===== src/rtl/cmpg_pkg.sv =====
// cmpg_pkg: widths, register codes and shared types of the circle moire pixel generator
// no dependencies; used by the interfaces, the divider and the top level
package cmpg_pkg;

    localparam int COORD_W      = 10;
    localparam int OFS_W        = 10;
    localparam int SCALE_W      = 9;
    localparam int COLOR_W      = 24;
    localparam int CHAN_W       = 8;
    localparam int CHANNELS     = COLOR_W / CHAN_W;
    localparam int PALETTE_SIZE = 256;
    localparam int IDX_W        = $clog2(PALETTE_SIZE);
    localparam int SUM_W        = COORD_W + 2;
    localparam int ABS_W        = SUM_W - 1;
    localparam int SQ_W         = 2 * ABS_W;
    localparam int NUM_W        = SQ_W + 4;
    localparam int DIV_BITS     = 2;
    localparam int DIV_STAGES   = NUM_W / DIV_BITS;
    localparam int PROD_W       = 2 * CHAN_W + 3;

    localparam int CFG_IDX_W    = 3;
    localparam int CFG_DATA_W   = 24;

    localparam logic [SCALE_W-1:0] SCALE_RST = 9'd1;
    localparam logic [COLOR_W-1:0] START_RST = 24'h000000;
    localparam logic [COLOR_W-1:0] END_RST   = 24'hFFFFFF;

    typedef enum logic [CFG_IDX_W-1:0] {
        CFG_X_OFFSET     = 3'd0,
        CFG_Y_OFFSET     = 3'd1,
        CFG_SCALE_FACTOR = 3'd2,
        CFG_START_COLOR  = 3'd3,
        CFG_END_COLOR    = 3'd4
    } t_cfg_idx;

    typedef struct packed {
        logic             vld;
        logic [NUM_W-1:0] num;
    } t_div_in;

    typedef struct packed {
        logic             vld;
        logic [IDX_W-1:0] quo;
    } t_div_out;

endpackage


===== src/rtl/cmpg_if.sv =====
// cmpg_if: valid/ready channel interfaces for pixel input, color output and config writes
// depends on cmpg_pkg for field widths
interface cmpg_pix_if;
    logic                         valid;
    logic                         ready;
    logic [cmpg_pkg::COORD_W-1:0] column;
    logic [cmpg_pkg::COORD_W-1:0] row;

    modport source (output valid, output column, output row, input ready);
    modport sink   (input valid, input column, input row, output ready);
endinterface

interface cmpg_color_if;
    logic                         valid;
    logic                         ready;
    logic [cmpg_pkg::COLOR_W-1:0] pixel_color;
    logic [cmpg_pkg::IDX_W-1:0]   palette_index;

    modport source (output valid, output pixel_color, output palette_index, input ready);
    modport sink   (input valid, input pixel_color, input palette_index, output ready);
endinterface

interface cmpg_cfg_if;
    logic                            valid;
    logic                            ready;
    logic [cmpg_pkg::CFG_IDX_W-1:0]  index;
    logic [cmpg_pkg::CFG_DATA_W-1:0] data;

    modport source (output valid, output index, output data, input ready);
    modport sink   (input valid, input index, input data, output ready);
endinterface


===== src/rtl/cmpg_div.sv =====
// cmpg_div: pipelined restoring divider, two quotient bits per stage, keeps the low quotient byte
// depends on cmpg_pkg for widths and the request and response structs
module cmpg_div (
    input  logic                         i_clk,
    input  logic                         i_rst_n,
    input  logic                         i_en,
    input  logic [cmpg_pkg::SCALE_W-1:0] i_divisor,
    input  cmpg_pkg::t_div_in            i_req,
    output cmpg_pkg::t_div_out           o_rsp
);
    localparam int NW = cmpg_pkg::NUM_W;
    localparam int DW = cmpg_pkg::SCALE_W;
    localparam int QW = cmpg_pkg::IDX_W;
    localparam int NS = cmpg_pkg::DIV_STAGES;

    logic [NS-1:0] r_vld;
    logic [NS-1:0] n_vld;
    logic [NW-1:0] r_num [NS];
    logic [NW-1:0] n_num [NS];
    logic [DW-1:0] r_rem [NS];
    logic [DW-1:0] n_rem [NS];
    logic [QW-1:0] r_quo [NS];
    logic [QW-1:0] n_quo [NS];
    logic [DW-1:0] w_div;

    // zero scale acts as one
    assign w_div = (i_divisor == '0) ? DW'(1) : i_divisor;
    assign n_vld = {r_vld[NS-2:0], i_req.vld};

    for (genvar g = 0; g < NS; g++) begin : g_stage
        logic [NW-1:0] w_num_src;
        logic [DW-1:0] w_rem_src;
        logic [QW-1:0] w_quo_src;

        if (g == 0) begin : g_first
            assign w_num_src = i_req.num;
            assign w_rem_src = '0;
            assign w_quo_src = '0;
        end else begin : g_next
            assign w_num_src = r_num[g-1];
            assign w_rem_src = r_rem[g-1];
            assign w_quo_src = r_quo[g-1];
        end

        always_comb begin
            logic [NW-1:0] v_num;
            logic [DW-1:0] v_rem;
            logic [QW-1:0] v_quo;
            logic [DW:0]   v_trial;
            v_num = w_num_src;
            v_rem = w_rem_src;
            v_quo = w_quo_src;
            for (int k = 0; k < cmpg_pkg::DIV_BITS; k++) begin
                v_trial = {v_rem, v_num[NW-1]};
                v_num   = {v_num[NW-2:0], 1'b0};
                if (v_trial >= {1'b0, w_div}) begin
                    v_trial = v_trial - {1'b0, w_div};
                    v_quo   = {v_quo[QW-2:0], 1'b1};
                end else begin
                    v_quo   = {v_quo[QW-2:0], 1'b0};
                end
                v_rem = v_trial[DW-1:0];
            end
            n_num[g] = v_num;
            n_rem[g] = v_rem;
            n_quo[g] = v_quo;
        end
    end

    always_ff @(posedge i_clk) begin
        if (!i_rst_n) begin
            r_vld <= '0;
        end else if (i_en) begin
            r_vld <= n_vld;
        end
    end

    always_ff @(posedge i_clk) begin
        if (i_en) begin
            r_num <= n_num;
            r_rem <= n_rem;
            r_quo <= n_quo;
        end
    end

    assign o_rsp.vld = r_vld[NS-1];
    assign o_rsp.quo = r_quo[NS-1];

endmodule


===== src/rtl/circle_moire_pixel_generator_unit.sv =====
// circle_moire_pixel_generator_unit: top level, config registers, squaring, divider and blend
// depends on cmpg_pkg, the cmpg interfaces and cmpg_div
//
// channel   modport  payload                        transaction
// i_pix     sink     column, row                    valid && ready
// o_color   source   pixel_color, palette_index     valid && ready
// i_cfg     sink     index, data                    valid (ready tied high)
//
// one pixel enters per cycle unless the pipeline holds; stages in order: offset, square and scale,
// then the divider (two quotient bits a stage), then the product and color registers of the gradient blend
// the whole pipeline holds while a result waits on o_color; i_pix.ready follows that hold
// synchronous active-low reset clears valid bits and loads the register reset values
module circle_moire_pixel_generator_unit (
    input  logic                 i_clk,
    input  logic                 i_rst_n,
    cmpg_pix_if.sink             i_pix,
    cmpg_color_if.source         o_color,
    cmpg_cfg_if.sink             i_cfg
);
    localparam int SW  = cmpg_pkg::SUM_W;
    localparam int AW  = cmpg_pkg::ABS_W;
    localparam int QW  = cmpg_pkg::SQ_W;
    localparam int NW  = cmpg_pkg::NUM_W;
    localparam int HW  = cmpg_pkg::CHAN_W;
    localparam int PW  = cmpg_pkg::PROD_W;
    localparam int NCH = cmpg_pkg::CHANNELS;
    localparam int IW  = cmpg_pkg::IDX_W;

    logic [cmpg_pkg::OFS_W-1:0]   r_x_ofs;
    logic [cmpg_pkg::OFS_W-1:0]   r_y_ofs;
    logic [cmpg_pkg::SCALE_W-1:0] r_scale;
    logic [cmpg_pkg::COLOR_W-1:0] r_start;
    logic [cmpg_pkg::COLOR_W-1:0] r_end;

    logic w_en;
    logic w_in_acc;

    logic [2:0]  r_vld_f;
    logic [AW-1:0] r_ax;
    logic [AW-1:0] r_ay;
    logic [QW-1:0] r_sqx;
    logic [QW-1:0] r_sqy;
    logic [NW-1:0] r_num;

    logic [SW-1:0] w_dx;
    logic [SW-1:0] w_dy;
    logic [SW-1:0] w_ax;
    logic [SW-1:0] w_ay;
    logic [QW:0]   w_sum;
    logic [NW-1:0] w_sum_ext;

    cmpg_pkg::t_div_in  w_div_req;
    cmpg_pkg::t_div_out w_div_rsp;

    logic                 r_vld_a;
    logic [IW-1:0]        r_idx_a;
    logic signed [PW-1:0] r_prod [NCH];
    logic signed [PW-1:0] n_prod [NCH];

    logic                         r_out_vld;
    logic [IW-1:0]                r_out_idx;
    logic [cmpg_pkg::COLOR_W-1:0] r_out_color;
    logic [cmpg_pkg::COLOR_W-1:0] n_out_color;

    // config writes
    assign i_cfg.ready = 1'b1;

    always_ff @(posedge i_clk) begin
        if (!i_rst_n) begin
            r_x_ofs <= '0;
            r_y_ofs <= '0;
            r_scale <= cmpg_pkg::SCALE_RST;
            r_start <= cmpg_pkg::START_RST;
            r_end   <= cmpg_pkg::END_RST;
        end else if (i_cfg.valid) begin
            case (i_cfg.index)
                cmpg_pkg::CFG_X_OFFSET:     r_x_ofs <= i_cfg.data[cmpg_pkg::OFS_W-1:0];
                cmpg_pkg::CFG_Y_OFFSET:     r_y_ofs <= i_cfg.data[cmpg_pkg::OFS_W-1:0];
                cmpg_pkg::CFG_SCALE_FACTOR: r_scale <= i_cfg.data[cmpg_pkg::SCALE_W-1:0];
                cmpg_pkg::CFG_START_COLOR:  r_start <= i_cfg.data[cmpg_pkg::COLOR_W-1:0];
                cmpg_pkg::CFG_END_COLOR:    r_end   <= i_cfg.data[cmpg_pkg::COLOR_W-1:0];
                default: begin
                end
            endcase
        end
    end

    // global pipeline hold
    assign w_en        = !r_out_vld || o_color.ready;
    assign i_pix.ready = w_en;
    assign w_in_acc    = i_pix.valid && w_en;

    // offset and magnitude
    assign w_dx = {2'b00, i_pix.column} + {{(SW-cmpg_pkg::OFS_W){r_x_ofs[cmpg_pkg::OFS_W-1]}},
                                           r_x_ofs};
    assign w_dy = {2'b00, i_pix.row} + {{(SW-cmpg_pkg::OFS_W){r_y_ofs[cmpg_pkg::OFS_W-1]}},
                                        r_y_ofs};
    assign w_ax = w_dx[SW-1] ? (SW'(0) - w_dx) : w_dx;
    assign w_ay = w_dy[SW-1] ? (SW'(0) - w_dy) : w_dy;

    // ten times the sum of squares
    assign w_sum     = {1'b0, r_sqx} + {1'b0, r_sqy};
    assign w_sum_ext = NW'(w_sum);

    always_ff @(posedge i_clk) begin
        if (!i_rst_n) begin
            r_vld_f <= '0;
        end else if (w_en) begin
            r_vld_f <= {r_vld_f[1:0], w_in_acc};
        end
    end

    always_ff @(posedge i_clk) begin
        if (w_en) begin
            r_ax  <= w_ax[AW-1:0];
            r_ay  <= w_ay[AW-1:0];
            r_sqx <= QW'(r_ax) * QW'(r_ax);
            r_sqy <= QW'(r_ay) * QW'(r_ay);
            r_num <= (w_sum_ext << 3) + (w_sum_ext << 1);
        end
    end

    assign w_div_req.vld = r_vld_f[2];
    assign w_div_req.num = r_num;

    cmpg_div u_div (
        .i_clk     (i_clk),
        .i_rst_n   (i_rst_n),
        .i_en      (w_en),
        .i_divisor (r_scale),
        .i_req     (w_div_req),
        .o_rsp     (w_div_rsp)
    );

    // gradient: (end - start) * (index + 1) per channel
    always_comb begin
        logic [HW:0] v_diff;
        logic [IW:0] v_step;
        v_step = {1'b0, w_div_rsp.quo} + (IW+1)'(1);
        for (int c = 0; c < NCH; c++) begin
            v_diff    = {1'b0, r_end[c*HW +: HW]} - {1'b0, r_start[c*HW +: HW]};
            n_prod[c] = PW'($signed(v_diff) * $signed({1'b0, v_step}));
        end
    end

    // divide by palette size toward zero, add start
    always_comb begin
        logic [PW-1:0] v_adj;
        for (int c = 0; c < NCH; c++) begin
            v_adj = r_prod[c] + PW'({HW{r_prod[c][PW-1]}});
            n_out_color[c*HW +: HW] = r_start[c*HW +: HW] + v_adj[2*HW-1:HW];
        end
    end

    always_ff @(posedge i_clk) begin
        if (!i_rst_n) begin
            r_vld_a   <= 1'b0;
            r_out_vld <= 1'b0;
        end else if (w_en) begin
            r_vld_a   <= w_div_rsp.vld;
            r_out_vld <= r_vld_a;
        end
    end

    always_ff @(posedge i_clk) begin
        if (w_en) begin
            r_idx_a     <= w_div_rsp.quo;
            r_prod      <= n_prod;
            r_out_idx   <= r_idx_a;
            r_out_color <= n_out_color;
        end
    end

    assign o_color.valid         = r_out_vld;
    assign o_color.pixel_color   = r_out_color;
    assign o_color.palette_index = r_out_idx;

    // a hold freezes every valid bit of the top-level stages
    a_hold_freezes: assert property (@(posedge i_clk) disable iff (!i_rst_n)
        !w_en |=> $stable({r_vld_f, r_vld_a, r_out_vld}))
        else $error("pipeline valid bits moved during a hold");

    // reset empties the output stage and clears the front-end valid bits
    a_reset_empty: assert property (@(posedge i_clk)
        !i_rst_n |=> !o_color.valid && r_vld_f == '0)
        else $error("valid bits set after reset");

endmodule


===== src/flat_wrapper.sv =====
// flat-port wrapper written by rule: the top's interface ports become plain ports
module circle_moire_pixel_generator_unit_flat 
  (i_clk, i_rst_n, i_pix_valid, i_pix_column, i_pix_row, i_pix_ready, o_color_valid, o_color_pixel_color, o_color_palette_index, o_color_ready, i_cfg_valid, i_cfg_index, i_cfg_data, i_cfg_ready);
  cmpg_pix_if i_pix_i ();
  cmpg_color_if o_color_i ();
  cmpg_cfg_if i_cfg_i ();
  input  logic i_clk;
  input  logic i_rst_n;
  input wire logic [$bits(i_pix_i.valid)-1:0] i_pix_valid;
  input wire logic [$bits(i_pix_i.column)-1:0] i_pix_column;
  input wire logic [$bits(i_pix_i.row)-1:0] i_pix_row;
  output wire logic [$bits(i_pix_i.ready)-1:0] i_pix_ready;
  output wire logic [$bits(o_color_i.valid)-1:0] o_color_valid;
  output wire logic [$bits(o_color_i.pixel_color)-1:0] o_color_pixel_color;
  output wire logic [$bits(o_color_i.palette_index)-1:0] o_color_palette_index;
  input wire logic [$bits(o_color_i.ready)-1:0] o_color_ready;
  input wire logic [$bits(i_cfg_i.valid)-1:0] i_cfg_valid;
  input wire logic [$bits(i_cfg_i.index)-1:0] i_cfg_index;
  input wire logic [$bits(i_cfg_i.data)-1:0] i_cfg_data;
  output wire logic [$bits(i_cfg_i.ready)-1:0] i_cfg_ready;
  assign i_pix_i.valid = i_pix_valid;
  assign i_pix_i.column = i_pix_column;
  assign i_pix_i.row = i_pix_row;
  assign i_pix_ready = i_pix_i.ready;
  assign o_color_valid = o_color_i.valid;
  assign o_color_pixel_color = o_color_i.pixel_color;
  assign o_color_palette_index = o_color_i.palette_index;
  assign o_color_i.ready = o_color_ready;
  assign i_cfg_i.valid = i_cfg_valid;
  assign i_cfg_i.index = i_cfg_index;
  assign i_cfg_i.data = i_cfg_data;
  assign i_cfg_ready = i_cfg_i.ready;
  circle_moire_pixel_generator_unit u_core (.i_clk(i_clk), .i_rst_n(i_rst_n), .i_pix(i_pix_i), .o_color(o_color_i), .i_cfg(i_cfg_i));
endmodule

===== config.mk =====
export PLATFORM = sky130hd
export DESIGN_NAME = circle_moire_pixel_generator_unit_flat
export DESIGN_NICKNAME = d
export VERILOG_FILES = /design/src/rtl/cmpg_pkg.sv /design/src/rtl/cmpg_if.sv /design/src/rtl/cmpg_div.sv /design/src/rtl/circle_moire_pixel_generator_unit.sv /design/src/flat_wrapper.sv
export SDC_FILE = /design/constraint.sdc
export NUM_CORES = 2
export LEC_CHECK = 0
export BUFFER_PORTS_ARGS = -buffer_cell sky130_fd_sc_hd__clkbuf_2
export CORE_MARGIN = 10
export CORE_UTILIZATION = 59
export CTS_CLUSTER_SIZE = 30
export DETAILED_ROUTE_END_ITERATION = 8
export PLACE_DENSITY_LB_ADDON = 0.1
export SKIP_CTS_REPAIR_TIMING = 1
export SLEW_MARGIN = 10
export SYNTH_ARGS = -nofsm -noshare
export SYNTH_HDL_FRONTEND = slang
export SYNTH_SLANG_ARGS = --single-unit

===== constraint.sdc =====
create_clock -name i_clk -period 21 [get_ports i_clk]
set_input_delay 4.2 -clock i_clk [delete_from_list [all_inputs] [get_ports i_clk]]
set_output_delay 4.2 -clock i_clk [all_outputs]
set_load 0.1 [all_outputs]

# Word-level counts from Yosys, hierarchy flattened
# Cells that the tools add are included.
# Widths: inputs -> output; s select.
[op_classes]
add_sub_neg = 41
multipliers = 5
magnitude_cmp = 26
eq_ne = 4
muxes = 36
reduce_logical = 10
[ops]
columns = ["operator", "n"]
rows = [
  ["$ge 10x9->1", 25],
  ["$mux 9", 26],
  ["$sub 9x9->9", 24],
  ["$mul 9x10->19", 3],
  ["$add 16x8->16", 3],
  ["$mul 11x11->22", 2],
  ["$sub 8x8->9", 3],
  ["$add 26x24->26", 1],
  ["$add 11x10->12", 2],
  ["$add 8x8->8", 3],
  ["$add 22x22->23", 1],
  ["$mux 11", 2],
  ["$sub 1x11->11 const A", 2],
  ["$reduce_and 2->1", 5],
  ["$add 8x1->9 const B", 1],
  ["$ge 1x9->1", 1],
  ["$logic_not 9->1", 1],
  ["$sub 1x9->9", 1],
  ["$mux 1", 8],
  ["$eq 3x2->1 const B", 2],
  ["$eq 3x1->1 const B", 1],
  ["$eq 3x3->1 const B", 1],
  ["$logic_not 3->1", 1],
  ["$logic_and 1x1->1", 1],
  ["2 further kinds", 2],
]
[word_totals]
reg_bits = 568
input_bits = 52
word_cells = 170

# Depth between registers and ports, before layout
[depth]
word_depth = 6
mapped_depth = 29

# Hierarchy
# From an unflattened synthesis, not the netlist that was laid out.
[unflattened]
hier_cells = 4625
area_unflattened_um2 = 48860.6
[by_module_without_submodules]
columns = ["mod", "n_inst", "cells_per_inst", "area_each_um2", "seq_area_each_um2"]
rows = [
  ["circle_moire_pixel_generator_unit", 1, 2888, 28113.2, 7046.8],
  ["cmpg_div", 1, 1737, 20747.4, 8788.4],
]

# Worst setup path after synthesis
# Ideal clock, no wire load.
[synth_path]
kind = "input-to-output"
startpoint = "input port o_color_ready"
endpoint = "output port i_pix_ready"
arrival_time_ps = 17705
required_time_ps = 16800
slack_ps = -905
path_stages = 4
cell_sequence = "nor2b_1 > clkbuf_1 > clkinv_1 > clkbuf_1"
[synth_between]
elab_chain_cells = 1
[synth_rtl]
columns = ["item", "line", "rtl"]
rows = [
  ["start, declared", "flat_wrapper.sv:16", "input wire logic [$bits(o_color_i.ready)-1:0] o_color_ready;"],
  ["$logic_or 1x1->1", "circle_moire_pixel_generator_unit.sv:89", "assign w_en = !r_out_vld || o_color.ready;"],
  ["end, declared", "flat_wrapper.sv:12", "output wire logic [$bits(i_pix_i.ready)-1:0] i_pix_ready;"],
]
# Every way passes these cells.

# Worst setup path after layout
# Same ends and word-level chain as after synthesis.

==> results.tsv <==
metric	value	unit
outcome	finished, final reports clean	
GR Util All Layers	22.05	%
Synth area leaders	edfxtp_1 (29%), ha_1 (17%), fa_1 (13%)	
area added between synthesis and finish	8.143	%
CTS tree	yes	
io pins	87	
Initial DRC Count	1895	
syn_area_per_cell	10.22	um^2
share of the synthesized area in the top cell type	28.65	%
Crit Path Category	input pin to output pin	
average wire per cell in the routed design	17.01	um
Ant. Diodes	0	
number of synthesized flops with an enable pin	452	
largest family of logic cells by synthesized area	adder cells	
Routed Antenna Nets	0	
synth cell count leaders	ha_1 (626), inv_1 (502), edfxtp_1 (452)	
distinct cell type count after synthesis	71	
Synth Area in Compound Gates	11.45	%
Core Rows	103	
min cycle time layout	9.621	ns
Clock Latency Late Sink	0.65	ns
max_slew headroom	20.04	%
layout cells sized above 1	7.349	%
via density per instance	5.595	
Pins Over Slew Limit	0	
setup TNS	0	ns
Crit. End Element	output pin	
total die area	0.09202	mm^2
initial antenna violation count	2	
first-pass GRT wire length	165800	um
Synth Flop Type	edfxtp_1	
Root Driver	clkbuf_16	
CP cell instances	clkbuf_2 > nor2b_1 > buf_4 > inv_8 > clkbuf_2	
period utilization	45.81	%
Worst Path Max Fanout	61	
Crit path required time	16.80	ns
YS warnings	0	
1st-pass router iterations	5	
Nets	5713	
Placer Congestion	0.8375	
f_max	0.1039	GHz
final hold viol count	0	
clock sinks	547	
Die Y	303.4	um
vias after detailed routing	32600	
Worst Hold Class	register to register	
xor and xnor area share after synthesis	6.508	%
cell area after synthesis	0.04737	mm^2
mux cell area share after synthesis	2.464	%
max_cap viols	0	
Data arrival, critical path	5.42	ns
largest net degree at the start of global routing	189	
fraction of registers with async set/reset	0	%
CP startpoint kind	input pin	
fraction of the mapped netlist area in adder cells	29.64	%
setup violators final	0	
routed wire length	99110	um
Synth Area in Simple Gates	12.50	%
Starting Density	59.77	%
FF+latch count, synth	547	
count leader, synth	ha_1	
drt drc	0	
CP max stage cell	clkbuf_2	
layout filler cell count	6497	
PortBufs	85	
post-synth top area cell	edfxtp_1	
sequential area share after synthesis	32.67	%
HPWL after detailed placement	73210	um
Clock Skews	0.02406	ns
vias in the first global route	33290	
CTS clk-pin slew, worst paths	0.06	ns
Die X	303.4	um
Slew @ Worst Pin	1.195	ns
RSZ-0062 raised after global routing	no	
CP most frequent cell	clkbuf_2	
Synth Instances	4637	
total grt overflow	0	
H-Tree Level Count	2	
Core Area	0.07926	mm^2
CTS max path bufs	3	
CP peak stage delay	0.56	ns
CTS buffer count	61	
[final timing paths]
kind / start / end / slack, ns / depth (start not counted)
setup / recovery: o_color_ready / i_pix_ready / 11.38 / 5
hold / removal: u_core.u_div.g_stage[4].w_num_src[15]$_DFFE_PN_ / u_core.u_div.g_stage[5].w_num_src[17]$_DFFE_PN_ / 0.41 / 0
setup reg to reg: u_core.r_start[17]$_SDFFE_PN0P_ / u_core.r_prod[15]$_DFFE_PN_ / 13.45 / 28
hold reg to reg: u_core.u_div.g_stage[4].w_num_src[15]$_DFFE_PN_ / u_core.u_div.g_stage[5].w_num_src[17]$_DFFE_PN_ / 0.41 / 0
[layer usage]
| layer | wire length [um] | vias to the layer above | GRT usage [%] |
|---|---|---|---|
| li1 | - | 16200 | - |
| met1 | 45760 | 15660 | 30.07 |
| met2 | 46160 | 583 | 36.66 |
| met3 | 5096 | 149 | 3.588 |
| met4 | 2075 | 2 | 4.926 |
| met5 | 17 | - | 0 |
[area by class of cell]
cell class              count  area, um^2  area share (%)
multi-input cells        3493       29660           57.90
flip-flops and latches    547       15470           30.21
inverters                 504        1899           3.708
clock buffers              69        1640           3.202
well taps                1050        1314           2.565
repair buffers            118       685.7           1.338
clock inverters            45       551.8           1.077
[stage by stage]
| step | instances | hold WS (ns) | utilization [%] | instance area, um^2 | setup WS, ns |
|---|---|---|---|---|---|
| after floorplan | 4638 | 0.4003 | - | 47370 | 6.087 |
| after global placement | 5712 | 0.4001 | 61.87 | 49030 | 11.34 |
| after detailed placement | 5712 | 0.4045 | 61.87 | 49030 | 11.34 |
| after CTS | 5826 | 0.4056 | 64.63 | 51230 | 11.34 |
| after global routing | 5826 | 0.4165 | 64.63 | 51230 | 11.30 |
| final | 5826 | 0.4134 | 64.63 | 51230 | 11.38 |
[worst max-delay path: cells and delay by family]
family,cells,cell delay [ns]
AND/OR/NAND/NOR,1,0.03
buffers and inverters,4,1.17
[layout by cell type, fill, tap and decap left out, types with 9 or more instances in the layout]
cell and instances:
ha_1 626, inv_1 501, edfxtp_1 452, nand2_1 387
nor2_1 325, fa_1 310, xnor2_1 249, a21oi_1 233
o21ai_0 186, a21o_1 159, nand2b_1 120, xor2_1 102
dfxtp_1 95, and2_1 87, nor2b_1 86, mux2_2 85
clkbuf_2 85, a21boi_0 83, clkbuf_16 64, nand4_1 49
nand3_1 48, nor3_1 47, buf_4 32, or2_2 28
a211oi_1 28, o21bai_1 27, o31ai_1 25, and3_1 23
o21a_1 22, mux2i_1 21, a31oi_1 15, or3_1 14
a221oi_1 12, o31a_1 10, nor4_1 9
[state kept, by name, indices dropped and copies added, names as in the netlist, 21 cells and up]
signal / flops
u_core.r_end: 24
u_core.r_num: 25
u_core.r_prod: 51
u_core.r_sqx: 21
u_core.r_sqy: 21
u_core.o_color.pixel_color: 24
u_core.r_start: 24
u_core.u_div.g_stage.w_rem_src: 108
u_core.u_div.g_stage.w_num_src: 144
[cell families after synthesis]
family / count (synthesis)
AO/OA/AOI/OAI: 852
XOR/XNOR: 352
adder cells (fa/ha/maj): 936
buffers and inverters: 598
flip-flops: 547
multiplexers: 106
other: 2
AND/OR/NAND/NOR: 1244
Power is left out: the tool's default activity adds up to more than one toggle a clock period on the data nets, which glitch-free logic cannot reach.
